$ cat config.mk
export PLATFORM = sky130hd
export DESIGN_NAME = top_k_fitness_selector
export DESIGN_NICKNAME = d
export VERILOG_FILES = /design/src/sv/tkfs_pkg.sv /design/src/sv/tkfs_ctrl.sv /design/src/sv/tkfs_datapath.sv /design/src/sv/top_k_fitness_selector.sv
export SDC_FILE = /design/constraint.sdc
export NUM_CORES = 2
export LEC_CHECK = 0
export BUFFER_PORTS_ARGS = -buffer_cell sky130_fd_sc_hd__buf_2
export CORE_AREA = 3 3 290 407
export CTS_CLUSTER_SIZE = 16
export DETAILED_ROUTE_END_ITERATION = 6
export DIE_AREA = 0 0 293 410
export HOLD_SLACK_MARGIN = 0.02
export PLACE_DENSITY = 0.73
export SYNTH_ARGS = -nofsm -noshare
export SYNTH_HDL_FRONTEND = slang
export SYNTH_SLANG_ARGS = --single-unit
$ cat constraint.sdc
create_clock -name clk -period 18.85 [get_ports clk]
set_input_delay 2.8275 -clock clk [delete_from_list [all_inputs] [get_ports clk]]
set_output_delay 2.8275 -clock clk [all_outputs]
set_load 0.01 [all_outputs]
$ cat src/sv/tkfs_pkg.sv
// shared types and constants for the top-k fitness selector
`default_nettype none

package tkfs_pkg;

  localparam int MAX_ELITE_DEF      = 16;
  localparam int MAX_POPULATION_DEF = 1024;

  localparam int FIT_W     = 32;
  localparam int IDX_OUT_W = 10;
  localparam int ECNT_W    = 5;
  localparam int APB_DW    = 32;
  localparam int APB_AW    = 3;

  // register word index decoded from paddr[2]
  localparam logic REG_ELITE_COUNT = 1'b0;

  typedef enum logic {
    ST_COLLECT,
    ST_EMIT
  } state_t;

  typedef struct packed {
    logic insert;     // put the incoming pair into the chain
    logic shift_out;  // move the head into the output register, chain moves up
    logic mark_last;  // head being moved out is the final result
    logic clear;      // drop all entries and restart arrival count
  } cmd_t;

endpackage

`default_nettype wire

$ cat src/sv/tkfs_ctrl.sv
// controller: collect/emit sequencing, result count and output valid
`default_nettype none

module tkfs_ctrl
  import tkfs_pkg::*;
#(
  parameter int MAX_ELITE = MAX_ELITE_DEF
) (
  input  wire logic              clk,
  input  wire logic              rst_n,
  input  wire logic              in_valid,
  input  wire logic              in_last_item,
  output logic                   in_stall,
  output logic                   out_valid,
  input  wire logic              out_stall,
  input  wire logic [ECNT_W-1:0] elite_count,
  input  wire logic              next_valid,
  output cmd_t                   cmd
);

  localparam int KW = ($clog2(MAX_ELITE + 1) > ECNT_W) ? $clog2(MAX_ELITE + 1) : ECNT_W;

  state_t        state_r, state_nxt;
  logic          out_valid_r, out_valid_nxt;
  logic [KW-1:0] emitted_r, emitted_nxt;
  logic [KW-1:0] k_ext;
  logic [KW-1:0] k_eff;
  logic          final_one;
  logic          load_ok;

  assign k_ext = KW'(elite_count);

  always_comb begin
    if (k_ext == '0) begin
      k_eff = KW'(1);
    end else if (k_ext > KW'(MAX_ELITE)) begin
      k_eff = KW'(MAX_ELITE);
    end else begin
      k_eff = k_ext;
    end
  end

  // fewer kept entries than requested ends the burst early
  assign final_one = ((emitted_r + KW'(1)) == k_eff) || !next_valid;
  assign load_ok   = !out_valid_r || !out_stall;

  always_ff @(posedge clk) begin
    if (!rst_n) begin
      state_r     <= ST_COLLECT;
      out_valid_r <= 1'b0;
      emitted_r   <= '0;
    end else begin
      state_r     <= state_nxt;
      out_valid_r <= out_valid_nxt;
      emitted_r   <= emitted_nxt;
    end
  end

  always_comb begin
    state_nxt     = state_r;
    emitted_nxt   = emitted_r;
    cmd           = '0;
    in_stall      = 1'b1;
    out_valid_nxt = out_valid_r && out_stall;
    case (state_r)
      ST_COLLECT: begin
        in_stall   = 1'b0;
        cmd.insert = in_valid;
        if (in_valid && in_last_item) begin
          state_nxt   = ST_EMIT;
          emitted_nxt = '0;
        end
      end
      ST_EMIT: begin
        if (load_ok) begin
          cmd.shift_out = 1'b1;
          cmd.mark_last = final_one;
          out_valid_nxt = 1'b1;
          emitted_nxt   = emitted_r + KW'(1);
          if (final_one) begin
            cmd.clear = 1'b1;
            state_nxt = ST_COLLECT;
          end
        end
      end
      default: begin
        state_nxt = ST_COLLECT;
      end
    endcase
  end

  assign out_valid = out_valid_r;

endmodule

`default_nettype wire

$ cat src/sv/tkfs_datapath.sv
// datapath: sorted compare-and-shift chain, arrival counter, output register
`default_nettype none

module tkfs_datapath
  import tkfs_pkg::*;
#(
  parameter int MAX_ELITE      = MAX_ELITE_DEF,
  parameter int MAX_POPULATION = MAX_POPULATION_DEF
) (
  input  wire logic                    clk,
  input  wire logic                    rst_n,
  input  wire cmd_t                    cmd,
  input  wire logic signed [FIT_W-1:0] in_fitness,
  output logic                         next_valid,
  output logic [IDX_OUT_W-1:0]         out_elite_index,
  output logic signed [FIT_W-1:0]      out_elite_fitness,
  output logic                         out_last_result
);

  localparam int CNT_W = $clog2(MAX_POPULATION);

  logic signed [FIT_W-1:0] fit_r [MAX_ELITE];
  logic [CNT_W-1:0]        idx_r [MAX_ELITE];
  logic [MAX_ELITE-1:0]    vld_r;
  logic [MAX_ELITE-1:0]    above;
  logic [CNT_W-1:0]        arrival_r, arrival_nxt;

  logic [IDX_OUT_W-1:0]    out_idx_r;
  logic signed [FIT_W-1:0] out_fit_r;
  logic                    out_last_r;
  logic [CNT_W+IDX_OUT_W-1:0] head_idx_wide;

  always_comb begin
    if (arrival_r == CNT_W'(MAX_POPULATION - 1)) begin
      arrival_nxt = '0;
    end else begin
      arrival_nxt = arrival_r + CNT_W'(1);
    end
  end

  always_ff @(posedge clk) begin
    if (!rst_n) begin
      arrival_r <= '0;
    end else if (cmd.clear) begin
      arrival_r <= '0;
    end else if (cmd.insert) begin
      arrival_r <= arrival_nxt;
    end
  end

  for (genvar g = 0; g < MAX_ELITE; g++) begin : g_cell
    logic signed [FIT_W-1:0] up_fit, dn_fit;
    logic [CNT_W-1:0]        up_idx, dn_idx;
    logic                    up_vld, dn_vld, prev_above;
    logic signed [FIT_W-1:0] fit_nxt;
    logic [CNT_W-1:0]        idx_nxt;
    logic                    vld_nxt;

    // stored pair ranks strictly above the incoming one; ties go to larger index
    assign above[g] = vld_r[g] &&
                      ((fit_r[g] > in_fitness) ||
                       ((fit_r[g] == in_fitness) && (idx_r[g] > arrival_r)));

    if (g == 0) begin : g_head
      assign up_fit     = in_fitness;
      assign up_idx     = arrival_r;
      assign up_vld     = 1'b1;
      assign prev_above = 1'b1;
    end else begin : g_mid
      assign up_fit     = fit_r[g-1];
      assign up_idx     = idx_r[g-1];
      assign up_vld     = vld_r[g-1];
      assign prev_above = above[g-1];
    end

    if (g == MAX_ELITE - 1) begin : g_tail
      assign dn_fit = fit_r[g];
      assign dn_idx = idx_r[g];
      assign dn_vld = 1'b0;
    end else begin : g_body
      assign dn_fit = fit_r[g+1];
      assign dn_idx = idx_r[g+1];
      assign dn_vld = vld_r[g+1];
    end

    always_comb begin
      fit_nxt = fit_r[g];
      idx_nxt = idx_r[g];
      vld_nxt = vld_r[g];
      if (cmd.insert && !above[g]) begin
        if (prev_above) begin
          fit_nxt = in_fitness;
          idx_nxt = arrival_r;
          vld_nxt = 1'b1;
        end else begin
          fit_nxt = up_fit;
          idx_nxt = up_idx;
          vld_nxt = up_vld;
        end
      end else if (cmd.shift_out) begin
        fit_nxt = dn_fit;
        idx_nxt = dn_idx;
        vld_nxt = dn_vld;
      end
      if (cmd.clear) begin
        vld_nxt = 1'b0;
      end
    end

    always_ff @(posedge clk) begin
      if (!rst_n) begin
        vld_r[g] <= 1'b0;
      end else begin
        vld_r[g] <= vld_nxt;
      end
    end

    always_ff @(posedge clk) begin
      fit_r[g] <= fit_nxt;
      idx_r[g] <= idx_nxt;
    end
  end

  if (MAX_ELITE > 1) begin : g_nv
    assign next_valid = vld_r[1];
  end else begin : g_nv1
    assign next_valid = 1'b0;
  end

  assign head_idx_wide = {{IDX_OUT_W{1'b0}}, idx_r[0]};

  always_ff @(posedge clk) begin
    if (cmd.shift_out) begin
      out_idx_r  <= head_idx_wide[IDX_OUT_W-1:0];
      out_fit_r  <= fit_r[0];
      out_last_r <= cmd.mark_last;
    end
  end

  assign out_elite_index   = out_idx_r;
  assign out_elite_fitness = out_fit_r;
  assign out_last_result   = out_last_r;

endmodule

`default_nettype wire

$ cat src/sv/top_k_fitness_selector.sv
// top-k fitness selector: keeps the best entries of a population, reports them in rank order
//
// input channel: one fitness value (signed Q16.16) per transfer, in_valid/in_stall;
//   the arrival position counts from zero in each population and wraps at MAX_POPULATION.
// while a population streams in, one transfer is taken every cycle: each transfer
//   is compared against every kept entry at once and the chain shifts in the same cycle.
// the transfer flagged in_last_item is inserted too; the block then stalls the input and
//   emits min(elite_count, entries kept) results, best first, one per cycle when
//   out_stall is low; out_last_result marks the lowest-ranked one.
// the first result is loaded into the output register from the emit state; the input stays
//   stalled until the final result has been moved out of the chain.
// a stalled result holds in the output register; emission pauses until it is taken,
//   and a new population may start while the final result still waits.
// after the final result is moved out the chain and arrival count clear.
// ties on fitness go to the larger arrival position.
// config: elite_count at byte address 0 (0 acts as 1, above MAX_ELITE acts as MAX_ELITE);
//   write it only while no population is in flight.
// reset (rst_n low, synchronous): chain empty, arrival count zero, elite_count = 1.
`default_nettype none

module top_k_fitness_selector
  import tkfs_pkg::*;
#(
  parameter int MAX_ELITE      = MAX_ELITE_DEF,
  parameter int MAX_POPULATION = MAX_POPULATION_DEF
) (
  input  wire logic                    clk,
  input  wire logic                    rst_n,
  input  wire logic                    in_valid,
  output logic                         in_stall,
  input  wire logic signed [FIT_W-1:0] in_fitness,
  input  wire logic                    in_last_item,
  output logic                         out_valid,
  input  wire logic                    out_stall,
  output logic [IDX_OUT_W-1:0]         out_elite_index,
  output logic signed [FIT_W-1:0]      out_elite_fitness,
  output logic                         out_last_result,
  input  wire logic                    cfg_psel,
  input  wire logic                    cfg_penable,
  input  wire logic                    cfg_pwrite,
  input  wire logic [APB_AW-1:0]       cfg_paddr,
  input  wire logic [APB_DW-1:0]       cfg_pwdata,
  output logic [APB_DW-1:0]            cfg_prdata,
  output logic                         cfg_pready
);

  logic [ECNT_W-1:0] elite_count_r;
  logic              cfg_wr;
  logic              next_valid;
  cmd_t              cmd;

  assign cfg_pready = 1'b1;
  assign cfg_wr     = cfg_psel && cfg_penable && cfg_pwrite && cfg_pready;

  always_ff @(posedge clk) begin
    if (!rst_n) begin
      elite_count_r <= ECNT_W'(1);
    end else if (cfg_wr && (cfg_paddr[2] == REG_ELITE_COUNT)) begin
      elite_count_r <= cfg_pwdata[ECNT_W-1:0];
    end
  end

  always_comb begin
    cfg_prdata = '0;
    case (cfg_paddr[2])
      REG_ELITE_COUNT: cfg_prdata = APB_DW'(elite_count_r);
      default:         cfg_prdata = '0;
    endcase
  end

  tkfs_ctrl #(
    .MAX_ELITE (MAX_ELITE)
  ) u_ctrl (
    .clk          (clk),
    .rst_n        (rst_n),
    .in_valid     (in_valid),
    .in_last_item (in_last_item),
    .in_stall     (in_stall),
    .out_valid    (out_valid),
    .out_stall    (out_stall),
    .elite_count  (elite_count_r),
    .next_valid   (next_valid),
    .cmd          (cmd)
  );

  tkfs_datapath #(
    .MAX_ELITE      (MAX_ELITE),
    .MAX_POPULATION (MAX_POPULATION)
  ) u_datapath (
    .clk               (clk),
    .rst_n             (rst_n),
    .cmd               (cmd),
    .in_fitness        (in_fitness),
    .next_valid        (next_valid),
    .out_elite_index   (out_elite_index),
    .out_elite_fitness (out_elite_fitness),
    .out_last_result   (out_last_result)
  );

endmodule

`default_nettype wire

# Yosys cells after proc, flatten, opt, wreduce, memory -nomap -nowiden
# Memory sizes are Yosys's and may differ from the RTL's.
# Index checks and enable logic that the tools add are counted.
# totals
out_inout_bits,78
in_bits,75
regBits,81
ramBits,672
wordCells,351
mem_count,2
# mem_list
name,depth,width,rd,rd_clocked_by_memory_dff,write_ports,line,text
u_datapath.fit_r,16,32,16,0,16,tkfs_datapath.sv:22,logic signed [FIT_W-1:0] fit_r [MAX_ELITE];
u_datapath.idx_r,16,10,16,0,16,tkfs_datapath.sv:23,logic [CNT_W-1:0] idx_r [MAX_ELITE];
# op_classes
bitwise_logic,3
magnitude_cmp,33
n_addsub,2
eq_ne,20
mux,157
reduce_logical,110
# op_table
operator,n
two-way mux 32 bit,46
== test 32 bit,16
greater-than comparator 32 bit,16
two-way mux 10 bit,47
greater-than comparator 10 bit,16
two-way mux 1 bit,55
logical AND 1 bit,53
nonzero test 2 bit,16
two-way mux 5 bit,5
logical NOT 1 bit,19
logical OR 1 bit,18
"adder 10 x 1 -> 10 bit, second input constant",1
"== test 10 bit, second input constant",1
one-hot mux 5 bit (2 select lines),1
two-way mux 3 bit,2
"adder 5 x 1 -> 5 bit, second input constant",1
== test 5 bit,1
"greater-than comparator 5 bit, second input constant",1
logical NOT 5 bit,1
AND reduction 2 bit,2
NOT 1 bit,3
"inequality test 2 x 1 -> 1 bit, second input constant",1
"inequality test 2 bit, second input constant",1
one-hot mux 1 bit (2 select lines),1
OR reduction 2 bit,1

# Depth between registers and ports, before layout
# depth
word_depth,10
mapped_depth,14
depth_no_buf,11

# Cells and area by module
# A second synthesis with hierarchy kept.
# hier_totals
cells_unflattened,4805
area_unflattened_um2,53249.8
# modules_own_cells
module,n_inst,area_each_um2,cells_each,seq_area_each_um2
tkfs_datapath,1,52295.2,4687,21991.1
top_k_fitness_selector,1,479.2,58,100.1
tkfs_ctrl,1,475.5,60,140.1

# Worst setup path before layout
# No wires, ideal clock.
# synth_timing
path_kind,input to register
from,input in_fitness[14]
to,"memory u_datapath.fit_r[2][0], in the netlist u_datapath.fit_r[1][0] (enable)"
path_buffers,2
stages,11
slack_ps,10281
t_arrival_ps,8069
setup_time_ps,500
t_required_ps,18350
cell_sequence,inv_1 > ha_1 > and4_1 > nor4bb_1 > nand3_1 > and2_1 > a211oi_1 > a21boi_0 > buf_2 > buf_1 > o21ai_0
# synth_rtl
element,line,text
start: declaration,top_k_fitness_selector.sv:31,"input wire logic signed [FIT_W-1:0] in_fitness,"
end: declaration,tkfs_datapath.sv:22,

==> results.ini <==
[outcome]
status = finished, final reports clean

[sta]
hold_viol = 0
rsz0062_at_grt = false
tightest_slew_ns = 1.24
skew_ns = 0.0279
setup_ws_ns = 10.90
slew_headroom_pct = 17.1
fin_setup_tns_ns = 0
period_share_pct = 42.2
timing.fmax_mhz = 126
min_period_ns = 7.95
maxSlewViolCount = 0
setup_viol = 0

[cts]
clock-sinks = 753
clk_latency_ns = 0.67
clk_path_buf_depth = 3
ctsHoldBuffers = 0
clk_pin_slew_ns = 0.06
cts-root-buf = clkbuf_16
tritoncts = done
cts-htree-levels = 3
cts-buffers-inserted = 84
cts.repair.resized = 0
post-cts-setup-buffers = 0

[worst_setup_path]
cp_cell_sequence = buf_2 -> inv_1 -> ha_1 -> nand4_1 -> nor4_1 -> nand3_1 -> a311oi_1 -> nor3_2 -> buf_4 -> and2_2 -> or2_2 -> buf_4
cp_max_fo = 37
max_stage_delay_ns = 1.02
worstPathArrival_ns = 8.29
path_class = in2reg
r2r_cells = 10
crit_top_cell = buf_4
critPathCaptureType = flip-flop
cp-start-kind = input pin
crit_required_ns = 19.18
r2r_slack_ns = 13.51
crit_path_top_delay_cell = nor4_1

[flow_run]
drv_cap = 0

[min_path]
whs_path_depth = 0
hold_path.class = reg2reg

[route]
ant_nets = 0
via_count = 42200
vias_per_cell = 6.29
drtIter0Drc = 3917
drtPass1Iterations = 6
drt_wl_total_um = 161000
wl_per_cell_um = 24.0
drc_errors = 0

[floorplanning]
row_count = 147
io_pins = 153
die_w_um = 293
start_util_pct = 45.0
die_y_um = 410
fp.coreArea_um2 = 115000
die-area_um2 = 120000

[yosys]
async_flop_share_pct = 0
syn_area_per_cell_um2 = 10.0
synthTopCellsByArea = edfxtp_1 42%, ha_1 16%, a21oi_1 7.6%, mux2i_1 7.6%, nor2_1 4.6%
synthCells = 5154
ys_seq_elements = 753
synth_edf_count = 715
yosysWarningCount = 0
yosys.area.top_type = edfxtp_1
netlist_area_um2 = 51500
synth.distinct_cells = 72
synth_top_area_share_pct = 41.7
ys_seq_area_share_pct = 43.2
synth-main-ff-cell = edfxtp_1

[global_routing]
grt_max_degree = 88
grt_first_pass_wirelength_um = 243000
grt_overflow = 0
grt_usage_pct = 26.0
grt_pass1_vias = 41700
grt_antenna_before_repair = 6

[final_layout]
final_nets = 5900
syn_to_final_growth_pct = 9.09
design_area_um2 = 56200
drive_gt1_share_pct = 8.64

[place]
portBuffers = 95
hpwlAfterDp_um = 116000
place_congestion = 0.964
place_area_um2 = 53600
pre_cts_slack_ns = 10.60

[power]
cellLeakagePower_nw = 23.2
power.density_nw_per_um2 = 91.4
irDropWorstVdd_mv = 0.0716

-- sequential cells by signal (all words and copies together) (netlist names), 3 cells and up --
register                      cells
u_datapath.arrival_r             10
u_datapath.idx_r                160
u_datapath.out_elite_index       10
u_datapath.fit_r                512
u_ctrl.emitted_r                  5
u_datapath.g_cell.dn_vld         12
u_datapath.g_cell.up_vld          3
elite_count_r                     5
u_datapath.out_elite_fitness     32
-- cells by family (layout without fill, tap and decap cells) --
| group | after synthesis | count (layout) | synth area share (%) |
|---|---|---|---|
| and+or+nand+nor | 1412 | 1412 | 12.1 |
| AOI/OAI and AO/OA | 1403 | 1403 | 15.3 |
| xor gates and xnor gates | 15 | 15 | 0.255 |
| adders and majority gates | 674 | 674 | 16.4 |
| buffers and inverters | 419 | 458 | 3.36 |
| muxes | 476 | 476 | 9.45 |
| other | 2 | 32 | 0.0146 |
| DFF | 753 | 753 | 43.2 |
-- placed cells by master (no fill, tap or decap), types with 10 or more instances in the layout --
cell	count
inv_1	105
o31ai_1	11
clkbuf_1	20
and4_1	14
ha_1	674
clkbuf_16	87
nor2_1	623
a31oi_1	12
nor2b_1	51
nor4_1	19
a21o_1	82
nand3_1	65
nand2b_1	16
dfxtp_1	38
nand4_1	140
nand2_1	382
clkinv_2	17
mux2i_1	392
buf_2	95
o211ai_1	22
o21ai_0	328
o21a_1	23
edfxtp_1	715
a221oi_1	18
a21boi_0	10
nand2_2	12
a21oi_1	787
xnor2_1	12
clkinv_1	18
buf_4	97
conb_1	28
nor3_1	30
a211oi_1	22
mux2_2	84
and3_1	11
-- power breakdown --
part / total [mW] / switching (mW) / internal (mW)
combinational: 1.15 / 0.695 / 0.450
sequential: 2.36 / 0.231 / 2.13
clock: 1.63 / 0.719 / 0.911
total: 5.14 / 1.65 / 3.49
-- worst max-delay path: cells and delay by family --
family | cells | cell delay, ns
buf+inv | 4 | 1.48
fa+ha+maj | 1 | 0.55
compound gates | 1 | 0.98
simple gates | 6 | 2.34
-- cells in the mapped netlist (5+ instances only) --
master,number
o211ai_1,22
clkinv_1,5
a221o_1,6
nand2_1,394
a211oi_1,22
a31oi_1,13
inv_1,106
nor4_1,19
xnor2_1,12
buf_4,28
ha_1,674
nor3_1,33
o221ai_1,5
a22oi_1,8
a21oi_1,787
a21boi_0,11
dfxtp_1,38
a21o_1,83
o21a_1,23
a221oi_1,18
or2_2,7
buf_1,39
and2_1,10
mux2i_1,392
buf_2,20
o21bai_1,6
clkbuf_1,216
o31ai_1,13
nand4_1,140
and3_1,12
and4_1,14
nand3_1,67
o21ai_0,330
nand2b_1,17
o211a_1,6
edfxtp_1,715
a2111oi_0,9
nor2_1,627
nor2b_1,52
mux2_2,84
a311oi_1,6
-- worst paths after layout --
kind                                     start                                   endpoint
max                             in_fitness[27]          u_datapath.fit_r[6][54]$_DFFE_PP_
min           u_datapath.fit_r[0][0]$_DFFE_PP_  u_datapath.out_elite_fitness[0]$_DFFE_PP_
max reg2reg  u_datapath.fit_r[6][54]$_DFFE_PP_          u_datapath.fit_r[6][54]$_DFFE_PP_
min reg2reg   u_datapath.fit_r[0][0]$_DFFE_PP_  u_datapath.out_elite_fitness[0]$_DFFE_PP_
-- layout make-up --
class / instances / area [µm²]
timing repair buffer: 192 / 1200
inverter: 112 / 420
antenna: 4 / 10.0
tap: 1490 / 1860
multi-input combinational: 4008 / 27800
clock buffer: 113 / 2330
fill: 10300 / 58400
clock inverter: 41 / 300
sequential: 753 / 22200
-- per-layer routing --
layer,track usage [%],vias to the layer above,wire (µm)
met1,30.4,20400,59100
met5,0,-,26
met4,17.7,4,11900
met2,44.6,1982,78400
met3,3.29,616,11600
li1,-,19300,-
-- stage by stage --
| step | hold WS [ns] | power (mW) | utilization (%) | cells |
|---|---|---|---|---|
| 2_1_floorplan | 0.449 | 3.10 | - | 5180 |
| 3_3_place_gp | 0.473 | 3.44 | 46.7 | 6555 |
| 3_5_place_dp | 0.471 | 3.50 | 46.7 | 6555 |
| 4_1_cts | 0.492 | 5.12 | 49.0 | 6709 |
| 5_1_grt | 0.509 | 5.37 | 49.0 | 6710 |
| 6_report | 0.491 | 5.14 | 49.0 | 6713 |
Note: power is estimated with default switching activity, not from simulation.
